[src/rtl/core/seud_pkg.sv]
`timescale 1ns / 1ps

package seud_pkg;

  // Decoder mode: normal text, after a backslash, or waiting for one of the
  // four hex digits of a \u escape.
  typedef enum logic [2:0] {
    MODE_NORMAL = 3'd0,
    MODE_ESCAPE = 3'd1,
    MODE_HEX0   = 3'd2,
    MODE_HEX1   = 3'd3,
    MODE_HEX2   = 3'd4,
    MODE_HEX3   = 3'd5
  } mode_e;

  // Characters that the decoder looks for.
  localparam logic [7:0] CharBackslash = 8'h5C;
  localparam logic [7:0] CharU         = 8'h75;
  localparam logic [7:0] CharB         = 8'h62;
  localparam logic [7:0] CharF         = 8'h66;
  localparam logic [7:0] CharN         = 8'h6E;
  localparam logic [7:0] CharR         = 8'h72;
  localparam logic [7:0] CharT         = 8'h74;
  localparam logic [7:0] CharUpperA    = 8'h41;
  localparam logic [7:0] CharUpperF    = 8'h46;
  localparam logic [7:0] CharLowerA    = 8'h61;
  localparam logic [7:0] CharLowerF    = 8'h66;
  localparam logic [7:0] CharZero      = 8'h30;

  // Control bytes for the lettered escapes.
  localparam logic [7:0] CtrlBackspace = 8'h08;
  localparam logic [7:0] CtrlFormFeed  = 8'h0C;
  localparam logic [7:0] CtrlNewline   = 8'h0A;
  localparam logic [7:0] CtrlReturn    = 8'h0D;
  localparam logic [7:0] CtrlTab       = 8'h09;

  // UTF-8 encoding limits and marker bits.
  localparam logic [15:0] Utf8OneByteLimit = 16'd128;
  localparam logic [15:0] Utf8TwoByteLimit = 16'd2048;
  localparam logic [2:0]  Utf8Lead2        = 3'b110;
  localparam logic [3:0]  Utf8Lead3        = 4'b1110;
  localparam logic [1:0]  Utf8Cont         = 2'b10;

  // One job handed from the front to the back: up to three bytes to emit,
  // in order from index 0. A byte count of zero is an end-only marker.
  typedef struct packed {
    logic [2:0][7:0] bytes;
    logic [1:0]      nbytes;
    logic            str_end;
  } job_t;

endpackage

[src/rtl/core/string_escape_utf8_decoder.sv]
`timescale 1ns / 1ps
// Channel   Dir  tdata         tuser                  tlast
// s_axis    in   in_byte[7:0]  -                      string_last
// m_axis    out  out_byte[7:0] has_byte[0] run_last[1] string_end
//
// Input bytes are taken while the queue has room; one result leaves per cycle
// while m_axis_tready is high, and a byte's first result passes through the job
// queue and then the output register. A \u escape that ends in a 2- or 3-byte
// UTF-8 sequence keeps the emitter busy until all its bytes have left; with a
// steady input stream and the default two-entry job queue, the input then stalls.
// Input is stalled only when the queue is full, which also follows output stalls.
// Reset clears the decoder to normal mode and empties queue and output.

module string_escape_utf8_decoder #(
  parameter int QueueDepth = 2
) (
  input  logic       clk_i,
  input  logic       rst_ni,
  input  logic       s_axis_tvalid,
  output logic       s_axis_tready,
  input  logic [7:0] s_axis_tdata,   // [7:0] in_byte
  input  logic       s_axis_tlast,
  output logic       m_axis_tvalid,
  input  logic       m_axis_tready,
  output logic [7:0] m_axis_tdata,   // [7:0] out_byte
  output logic [1:0] m_axis_tuser,   // [0] has_byte, [1] run_last
  output logic       m_axis_tlast
);

  logic           accept;
  logic           push;
  logic           pop;
  logic           q_full;
  logic           q_valid;
  seud_pkg::job_t push_job;
  seud_pkg::job_t head_job;
  logic           has_byte;
  logic           run_last;

  assign s_axis_tready = !q_full;
  assign accept        = s_axis_tvalid && s_axis_tready;

  // Front: decode escapes into output jobs.
  seud_front u_front (
    .clk_i         (clk_i),
    .rst_ni        (rst_ni),
    .accept_i      (accept),
    .in_byte_i     (s_axis_tdata),
    .string_last_i (s_axis_tlast),
    .push_o        (push),
    .job_o         (push_job)
  );

  // Job queue between the two halves.
  seud_queue #(
    .Depth (QueueDepth)
  ) u_queue (
    .clk_i   (clk_i),
    .rst_ni  (rst_ni),
    .push_i  (push),
    .job_i   (push_job),
    .pop_i   (pop),
    .valid_o (q_valid),
    .job_o   (head_job),
    .full_o  (q_full)
  );

  // Back: emit the job bytes one transfer at a time.
  seud_back u_back (
    .clk_i        (clk_i),
    .rst_ni       (rst_ni),
    .job_valid_i  (q_valid),
    .job_i        (head_job),
    .pop_o        (pop),
    .out_valid_o  (m_axis_tvalid),
    .out_ready_i  (m_axis_tready),
    .out_byte_o   (m_axis_tdata),
    .has_byte_o   (has_byte),
    .run_last_o   (run_last),
    .string_end_o (m_axis_tlast)
  );

  assign m_axis_tuser = {run_last, has_byte};

endmodule

[src/rtl/core/seud_front.sv]
`timescale 1ns / 1ps

module seud_front (
  input  logic              clk_i,
  input  logic              rst_ni,
  input  logic              accept_i,
  input  logic [7:0]        in_byte_i,
  input  logic              string_last_i,
  output logic              push_o,
  output seud_pkg::job_t    job_o
);

  seud_pkg::mode_e mode_q, mode_d;
  logic [15:0]     accum_q, accum_d;
  logic [15:0]     hex_val;
  logic [15:0]     accum_next;
  seud_pkg::job_t  job;

  // Hex digit value; any non-hex byte counts as its signed value minus 48.
  always_comb begin
    if (in_byte_i inside {[seud_pkg::CharUpperA:seud_pkg::CharUpperF]}) begin
      hex_val = {8'h00, in_byte_i - seud_pkg::CharUpperA} + 16'd10;
    end else if (in_byte_i inside {[seud_pkg::CharLowerA:seud_pkg::CharLowerF]}) begin
      hex_val = {8'h00, in_byte_i - seud_pkg::CharLowerA} + 16'd10;
    end else begin
      hex_val = {{8{in_byte_i[7]}}, in_byte_i} - {8'h00, seud_pkg::CharZero};
    end
  end

  assign accum_next = {accum_q[11:0], 4'h0} + hex_val;

  // Classify the byte and build the job it causes.
  always_comb begin
    mode_d      = mode_q;
    accum_d     = accum_q;
    job.bytes   = '0;
    job.nbytes  = 2'd0;
    job.str_end = string_last_i;

    case (mode_q)
      seud_pkg::MODE_ESCAPE: begin
        mode_d     = seud_pkg::MODE_NORMAL;
        job.nbytes = 2'd1;
        case (in_byte_i)
          seud_pkg::CharU: begin
            mode_d     = seud_pkg::MODE_HEX0;
            accum_d    = '0;
            job.nbytes = 2'd0;
          end
          seud_pkg::CharB: job.bytes[0] = seud_pkg::CtrlBackspace;
          seud_pkg::CharF: job.bytes[0] = seud_pkg::CtrlFormFeed;
          seud_pkg::CharN: job.bytes[0] = seud_pkg::CtrlNewline;
          seud_pkg::CharR: job.bytes[0] = seud_pkg::CtrlReturn;
          seud_pkg::CharT: job.bytes[0] = seud_pkg::CtrlTab;
          default:         job.bytes[0] = in_byte_i;
        endcase
      end
      seud_pkg::MODE_HEX0: begin
        accum_d = accum_next;
        mode_d  = seud_pkg::MODE_HEX1;
      end
      seud_pkg::MODE_HEX1: begin
        accum_d = accum_next;
        mode_d  = seud_pkg::MODE_HEX2;
      end
      seud_pkg::MODE_HEX2: begin
        accum_d = accum_next;
        mode_d  = seud_pkg::MODE_HEX3;
      end
      seud_pkg::MODE_HEX3: begin
        // Last digit: emit the code point as UTF-8.
        accum_d = accum_next;
        mode_d  = seud_pkg::MODE_NORMAL;
        if (accum_next < seud_pkg::Utf8OneByteLimit) begin
          job.bytes[0] = {1'b0, accum_next[6:0]};
          job.nbytes   = 2'd1;
        end else if (accum_next < seud_pkg::Utf8TwoByteLimit) begin
          job.bytes[0] = {seud_pkg::Utf8Lead2, accum_next[10:6]};
          job.bytes[1] = {seud_pkg::Utf8Cont, accum_next[5:0]};
          job.nbytes   = 2'd2;
        end else begin
          job.bytes[0] = {seud_pkg::Utf8Lead3, accum_next[15:12]};
          job.bytes[1] = {seud_pkg::Utf8Cont, accum_next[11:6]};
          job.bytes[2] = {seud_pkg::Utf8Cont, accum_next[5:0]};
          job.nbytes   = 2'd3;
        end
      end
      default: begin
        mode_d = seud_pkg::MODE_NORMAL;
        if (in_byte_i == seud_pkg::CharBackslash) begin
          mode_d = seud_pkg::MODE_ESCAPE;
        end else begin
          job.bytes[0] = in_byte_i;
          job.nbytes   = 2'd1;
        end
      end
    endcase

    // The end of a string drops any open escape and starts fresh.
    if (string_last_i) begin
      mode_d  = seud_pkg::MODE_NORMAL;
      accum_d = '0;
    end
  end

  assign job_o  = job;
  assign push_o = accept_i && ((job.nbytes != 2'd0) || string_last_i);

  // Decoder state advances on every accepted input transfer.
  always_ff @(posedge clk_i or negedge rst_ni) begin
    if (!rst_ni) begin
      mode_q  <= seud_pkg::MODE_NORMAL;
      accum_q <= '0;
    end else if (accept_i) begin
      mode_q  <= mode_d;
      accum_q <= accum_d;
    end
  end

endmodule

[src/rtl/core/seud_queue.sv]
`timescale 1ns / 1ps

module seud_queue #(
  parameter int Depth = 2
) (
  input  logic           clk_i,
  input  logic           rst_ni,
  input  logic           push_i,
  input  seud_pkg::job_t job_i,
  input  logic           pop_i,
  output logic           valid_o,
  output seud_pkg::job_t job_o,
  output logic           full_o
);

  localparam int PtrW = (Depth > 1) ? $clog2(Depth) : 1;
  localparam int CntW = $clog2(Depth + 1);

  seud_pkg::job_t   entries_q [Depth];
  logic [PtrW-1:0]  wr_ptr_q, rd_ptr_q;
  logic [CntW-1:0]  cnt_q;

  assign valid_o = (cnt_q != '0);
  assign full_o  = (cnt_q == CntW'(Depth));
  assign job_o   = entries_q[rd_ptr_q];

  // Job storage; written only at the tail.
  always_ff @(posedge clk_i) begin
    if (push_i) begin
      entries_q[wr_ptr_q] <= job_i;
    end
  end

  // Pointers wrap at the queue depth.
  always_ff @(posedge clk_i or negedge rst_ni) begin
    if (!rst_ni) begin
      wr_ptr_q <= '0;
      rd_ptr_q <= '0;
      cnt_q    <= '0;
    end else begin
      if (push_i) begin
        wr_ptr_q <= (wr_ptr_q == PtrW'(Depth - 1)) ? '0 : wr_ptr_q + 1'b1;
      end
      if (pop_i) begin
        rd_ptr_q <= (rd_ptr_q == PtrW'(Depth - 1)) ? '0 : rd_ptr_q + 1'b1;
      end
      if (push_i && !pop_i) begin
        cnt_q <= cnt_q + 1'b1;
      end else if (pop_i && !push_i) begin
        cnt_q <= cnt_q - 1'b1;
      end
    end
  end

endmodule

[src/rtl/core/seud_back.sv]
`timescale 1ns / 1ps

module seud_back (
  input  logic           clk_i,
  input  logic           rst_ni,
  input  logic           job_valid_i,
  input  seud_pkg::job_t job_i,
  output logic           pop_o,
  output logic           out_valid_o,
  input  logic           out_ready_i,
  output logic [7:0]     out_byte_o,
  output logic           has_byte_o,
  output logic           run_last_o,
  output logic           string_end_o
);

  logic [1:0] idx_q, idx_d;
  logic       valid_q;
  logic [7:0] byte_q, byte_d;
  logic       has_q, has_d;
  logic       run_last_q, run_last_d;
  logic       end_q, end_d;
  logic       load;
  logic       job_done;

  // The output register takes a new result whenever a job waits and the register is empty or drained.
  assign load = job_valid_i && (!valid_q || out_ready_i);

  // Pick the current byte of the head job.
  always_comb begin
    if (job_i.nbytes == 2'd0) begin
      byte_d   = '0;
      has_d    = 1'b0;
      job_done = 1'b1;
    end else begin
      byte_d   = job_i.bytes[idx_q];
      has_d    = 1'b1;
      job_done = (idx_q == job_i.nbytes - 2'd1);
    end
    run_last_d = job_done;
    end_d      = job_done && job_i.str_end;
    idx_d      = job_done ? 2'd0 : idx_q + 2'd1;
  end

  assign pop_o = load && job_done;

  // Byte index within the head job, and output valid.
  always_ff @(posedge clk_i or negedge rst_ni) begin
    if (!rst_ni) begin
      idx_q   <= '0;
      valid_q <= 1'b0;
    end else begin
      if (load) begin
        idx_q <= idx_d;
      end
      if (load) begin
        valid_q <= 1'b1;
      end else if (out_ready_i) begin
        valid_q <= 1'b0;
      end
    end
  end

  // Output payload.
  always_ff @(posedge clk_i) begin
    if (load) begin
      byte_q     <= byte_d;
      has_q      <= has_d;
      run_last_q <= run_last_d;
      end_q      <= end_d;
    end
  end

  assign out_valid_o  = valid_q;
  assign out_byte_o   = byte_q;
  assign has_byte_o   = has_q;
  assign run_last_o   = run_last_q;
  assign string_end_o = end_q;

endmodule
[config.mk]
export PLATFORM = sky130hd
export DESIGN_NAME = string_escape_utf8_decoder
export DESIGN_NICKNAME = d
export VERILOG_FILES = /design/src/rtl/core/seud_pkg.sv /design/src/rtl/core/string_escape_utf8_decoder.sv /design/src/rtl/core/seud_front.sv /design/src/rtl/core/seud_queue.sv /design/src/rtl/core/seud_back.sv
export SDC_FILE = /design/constraint.sdc
export NUM_CORES = 1
export LEC_CHECK = 0
export BUFFER_PORTS_ARGS = -buffer_cell sky130_fd_sc_hd__buf_2
export CORE_ASPECT_RATIO = 1.1
export CORE_MARGIN = 3
export CORE_UTILIZATION = 35
export CTS_CLUSTER_SIZE = 28
export DETAILED_ROUTE_END_ITERATION = 12
export PLACE_DENSITY_LB_ADDON = 0.15
export SLEW_MARGIN = 10
export SYNTH_ARGS = -nofsm -noshare
export SYNTH_HDL_FRONTEND = slang
export SYNTH_HIERARCHICAL = 1
export SYNTH_SLANG_ARGS = --single-unit
[constraint.sdc]
create_clock -name clk_i -period 3.17 [get_ports clk_i]
set_input_delay 0.951 -clock clk_i [delete_from_list [all_inputs] [get_ports clk_i]]
set_output_delay 0.951 -clock clk_i [all_outputs]
set_load 0.1 [all_outputs]
-- Word level (Yosys, flattened, before mapping)
Memories as Yosys holds them, arrays and structs flattened.
Index checks and enable logic that the tools add are counted.
- $add $sub $neg: 12
- order comparisons: 7
- equal/unequal tests: 15
- multiplexer cells: 31
- reduce and logical (&&, ||, !) cells: 24
- operator list (operator ; number):
    16-bit two-way mux ; 5
    8-bit by 7-bit == test with 1-bit output (second input constant) ; 7
    8-bit case mux with 6 select lines ; 1
    10-bit case mux with 3 select lines ; 1
    12-bit two-way mux ; 2
    12-bit case mux with 2 select lines ; 1
    10-bit two-way mux ; 2
    8-bit by 4-bit adder with 9-bit output (second input constant) ; 2
    16-bit adder ; 1
    8-bit binary-select mux with 2-bit select ; 1
    8-bit by 7-bit greater-or-equal comparator with 1-bit output (second input constant) ; 2
    8-bit by 7-bit less-or-equal comparator with 1-bit output (second input constant) ; 2
    16-bit by 12-bit less-than comparator with 1-bit output (second input constant) ; 1
    16-bit by 8-bit less-than comparator with 1-bit output (second input constant) ; 1
    8-bit two-way mux ; 2
    8-bit by 7-bit subtractor with 8-bit output (second input constant) ; 2
    3-bit case mux with 5 select lines ; 1
    1-bit two-way mux ; 10
    1-bit logical AND ; 9
    8-bit by 7-bit subtractor with 9-bit output (second input constant) ; 1
    2-bit two-way mux ; 4
    2-bit nonzero test ; 4
    3-bit by 2-bit == test with 1-bit output (second input constant) ; 2
    3-bit == test (second input constant) ; 2
    16 further kinds ; 23
- register bits after elaboration: 33
- memory bits (writable): 54
- bits of input ports: 13
- word-level logic and storage cells: 101
- memories kept: 1
- memory list (memory ; depth ; bits a word ; read ports ; clocked after Yosys merged registers in ; write ports ; line ; text):
    u_queue.entries_q ; 2 ; 27 ; 1 ; 0 ; 1 ; seud_queue.sv:19 ; seud_pkg::job_t entries_q [Depth];

-- Depth between registers and ports, before layout
- depth in word-level cells: 16
- mapped depth: 22

-- Modules after synthesis
The synthesis kept the hierarchy.
- by module, submodules not included (module ; instances ; cells an instance ; area each (um^2) ; sequential area each (um^2)):
    seud_front ; 1 ; 349 ; 2648.8 ; 375.4
    seud_queue ; 1 ; 100 ; 2237.1 ; 1721.7
    seud_back ; 1 ; 74 ; 769.5 ; 405.4
    string_escape_utf8_decoder ; 1 ; 4 ; 25.0 ; 0.0

-- Worst setup path after synthesis
No wires, ideal clock.
- path kind: in2reg
- from: input s_axis_tdata[0]
- to: memory u_queue/entries_q[0][3] in the netlist's numbering (data pin)
- arrival time: 5188 ps
- data required time: 2907 ps
- path slack: -2281 ps
- cell stages on the path: 20
- cells stage by stage: inv_1 ha_1 clkbuf_1 nor2b_1 or3_1 o311ai_0 a21oi_1 nand2b_1 mux2_1 o21ai_0 a221o_1 ha_1 a211oi_2 a21oi_2 or3_2 a2111oi_4 buf_6 nand3_4 o311a_1 a211o_1
- RTL lines (what ; line ; text):
    start: declaration ; string_escape_utf8_decoder.sv:21 ; input logic [7:0] s_axis_tdata,
    end: declaration ; seud_queue.sv:19 ;

==> run metrics <==
status finished with violations; failing checks setup timing; post-layout min period 5.03 ns; IO buf count 25; CTS tree done; Post-synth EDFFs 65; ys async rst share 25.3%; Clk Tree Root Cell clkbuf_16; drt initial violations 265; hold violation count in the final report 0; worst setup path class in -> reg; Clock power frac 21.1%; final setup vio count 55; Hold Crit Class reg -> reg; sw frac 38.5%; post-synthesis mux area share 9.10%; Rel. slew slack 43.1%; Worst-Skew Late Latency 0.33 ns; total CTS buffers 9; hold path endpoint u_queue/cnt_q[1]; Simple-Gate Fraction of Synth Area 14.8%; first-pass GRT wire length 23.9 mm; routed wire length 14.8 mm; Place WS -2.39 ns; synthesis warning total 6; Fin Hold WS 0.497 ns; HPWL after detailed placement 11.3 mm; Tcrit/Tclk final 159%; CTS H-Tree Depth 3; fill cell count 1423; Syn Area/Cell 10.8 um^2; PwrDens 621 mW/mm^2; cells after synthesis 527; r2r endpoint u_queue/entries_q[0][3]; Initial Util 36.0%; routed len/inst 16.9 um; Max Cap Viol 0; Switch Pwr 1840 uW; Residual DRC 0; type of origin of the critical path input port; largest net degree at the start of global routing 28; grt total ovfl 0; Slew @ Worst Pin 0.845 ns; r2r startpoint u_front/accum_q[0]; Synth Area in Adders 5.42%; main combinational cell family by area after synthesis compound AO/OA/AOI/OAI gates; die height 140 um; R2R setup slack -0.14 ns; full die area 0.0178 mm^2; Final ANT Viol Nets 0; worst r2r path cells 10; share of cells above drive strength 1 43.7%; clk slew on worst S/H paths 0.06 ns; Pint 2940 uW; GR Util All Layers 17.0%; fmax 199 MHz; via count 4570; chip width 127 um; Clock Sinks 87; final worst slack -1.86 ns; Final #Nets 709; sequential share of the synthesized area 44.1%; initial antenna violation count 0; Seq cells post-synth 87; Clock Tree Buf Depth 2; ys flop type edfxtp_1; row count 48; Compound-Gate Fraction of Synth Area 17.0%; crit-path max FO 5; IO Pins 26; Req. time, crit path 3.25 ns; fin util 48.8%; Sequential Power Share 35.2%; vias in the first global route 4707; Leak 0.00329 uW; fraction of synthesized cell area in xor and xnor cells 4.32%; peak supply drop 374 uV; Logic pwr share 43.7%; hold path depth 1; area grow syn2layout 35.7%; RSZ-0062 raised after global routing yes; Worst setup EP type flop; Final GP Congestion 0.926; ant diodes 0; Worst Path Arrival 5.11 ns; Final Slew Violations 0; synthesized area 0.00568 mm^2; DRT Pass-1 Iters 4; Core Area 0.0158 mm^2; Via-to-Cell Ratio 5.21; Worst Skew 0.00654 ns; Hold Startpoint u_queue/cnt_q[1]; library cells used by synthesis 79
state kept, by name, summed over array words and instances (netlist names):
name                 count
u_back/idx_q             2
u_queue/entries_q       54
u_queue/rd_ptr_q         1
u_back/out_valid_o       1
u_back/run_last_o        1
u_back/out_byte_o        8
u_queue/cnt_q            2
u_front/mode_q           3
u_back/string_end_o      1
u_back/has_byte_o        1
u_front/accum_q         12
u_queue/wr_ptr_q         1
synth_stat cells (all sizes together), types with 7 or more instances:
library cell	instances	share of area [%]
xor2	12	1.9
a21oi	37	3.3
xnor2	13	2.5
and3	8	0.90
and2	7	0.81
clkbuf	11	0.73
nor2b	12	1.3
ha	23	5.1
inv	26	1.7
or3	10	1.2
o21ai	29	2.6
buf	17	2.8
mux2	36	8.4
dfrtp	22	9.7
nand2b	10	1.1
nand2	55	3.7
nand3	7	0.84
nor2	25	1.7
a22o	10	1.6
edfxtp	65	34
worst max path at each step:
stage,from,endpoint,slack [ns],cells past startpoint
4_1_cts,s_axis_tdata[1],u_queue/entries_q[0][3],-1.79,19
2_1_floorplan,s_axis_tdata[1],u_queue/entries_q[0][3],-2.16,18
3_5_place_dp,s_axis_tdata[1],u_queue/entries_q[0][3],-2.39,17
5_1_grt,s_axis_tdata[0],u_queue/entries_q[0][3],-2.07,23
6_report,s_axis_tdata[1],u_queue/entries_q[0][3],-1.86,19
3_3_place_gp,s_axis_tdata[1],u_queue/entries_q[0][3],-2.33,17
per-stage QoR:
| step | total power, uW | area [um^2] | std cells | TNS [ns] |
|---|---|---|---|---|
| 2_1_floorplan | 3320 | 5810 | 528 | -99.52 |
| 3_3_place_gp | 3720 | 6930 | 846 | -114.68 |
| 3_5_place_dp | 3750 | 6930 | 846 | -117.98 |
| 4_1_cts | 4800 | 7560 | 871 | -86.02 |
| 5_1_grt | 5030 | 7710 | 877 | -97.40 |
| 6_report | 4780 | 7710 | 877 | -89.03 |
cell families after synthesis:
kind of cell | Yosys count
flops | 87
other cells | 1
mux | 40
buf+inv | 54
xor+xnor | 25
fa+ha+maj | 24
compound gates | 136
simple gates | 160
layer usage:
metal  wire (um)  vias up  GRT usage (%)
li1            -     2230              -
met1        6500     2240           20.8
met2        7570       76           30.7
met3         400       24           1.88
met4         311        0           5.59
met5           0        -              0
cell usage in the layout (no fill, tap or decap), types with 5 or more instances in the layout:
| master | count |
|---|---|
| buf_2 | 23 |
| a22o_1 | 8 |
| a21oi_2 | 7 |
| nor2_1 | 22 |
| nand2_1 | 49 |
| or3_1 | 5 |
| a21o_1 | 6 |
| nand2b_1 | 9 |
| inv_2 | 5 |
| ha_1 | 17 |
| mux2_4 | 21 |
| o21ai_0 | 15 |
| buf_6 | 13 |
| nor2b_1 | 10 |
| and3_1 | 6 |
| or3_4 | 5 |
| clkbuf_16 | 10 |
| o21ai_2 | 6 |
| a21oi_1 | 28 |
| xnor2_1 | 11 |
| xor2_1 | 8 |
| mux2_2 | 15 |
| edfxtp_1 | 65 |
| dfrtp_1 | 22 |
| buf_4 | 119 |
| o21ai_1 | 8 |
| inv_1 | 21 |
| buf_12 | 6 |
| nand4_1 | 5 |
worst max-delay path: stages:
cell	delay, ns
buf_6	0.10
or3_4	0.41
or3_1	0.33
o311ai_2	0.10
a21oi_2	0.11
nand2b_4	0.16
mux2_4	0.20
o21ai_2	0.04
a221o_1	0.37
buf_6	0.14
ha_4	0.15
a21o_1	0.18
a2111o_1	0.47
a221oi_2	0.31
o21bai_2	0.16
xnor2_4	0.27
nand3_4	0.10
o311a_1	0.30
a211o_1	0.25
cell type report:
cell class              count  area, um^2  share of cell area (%)
well taps                 200         250                    3.25
multi-input cells         387        3300                    42.8
repair buffers            161        1270                    16.5
clock buffers              14         275                    3.57
inverters                  26        97.6                    1.27
clock inverters             2        11.3                   0.146
flip-flops and latches     87        2500                    32.5
power groups by stage:
stage | combinational (uW) | clock [uW] | sequential [uW]
finish | 2090 | 1010 | 1680
global route | 2230 | 1090 | 1710
CTS | 2080 | 1030 | 1690
detailed placement | 2030 | 0 | 1710
global placement | 2020 | 0 | 1700
floorplan | 1180 | 0 | 2150
what timing repair did:
action	4_1_cts	5_1_grt
hold buffers	0	0
endpoints found under the setup margin	55	55
pin swaps	20	21
setup buffers	10	6
gates resized for setup	62	26
Power figures use the tool's default switching activity.
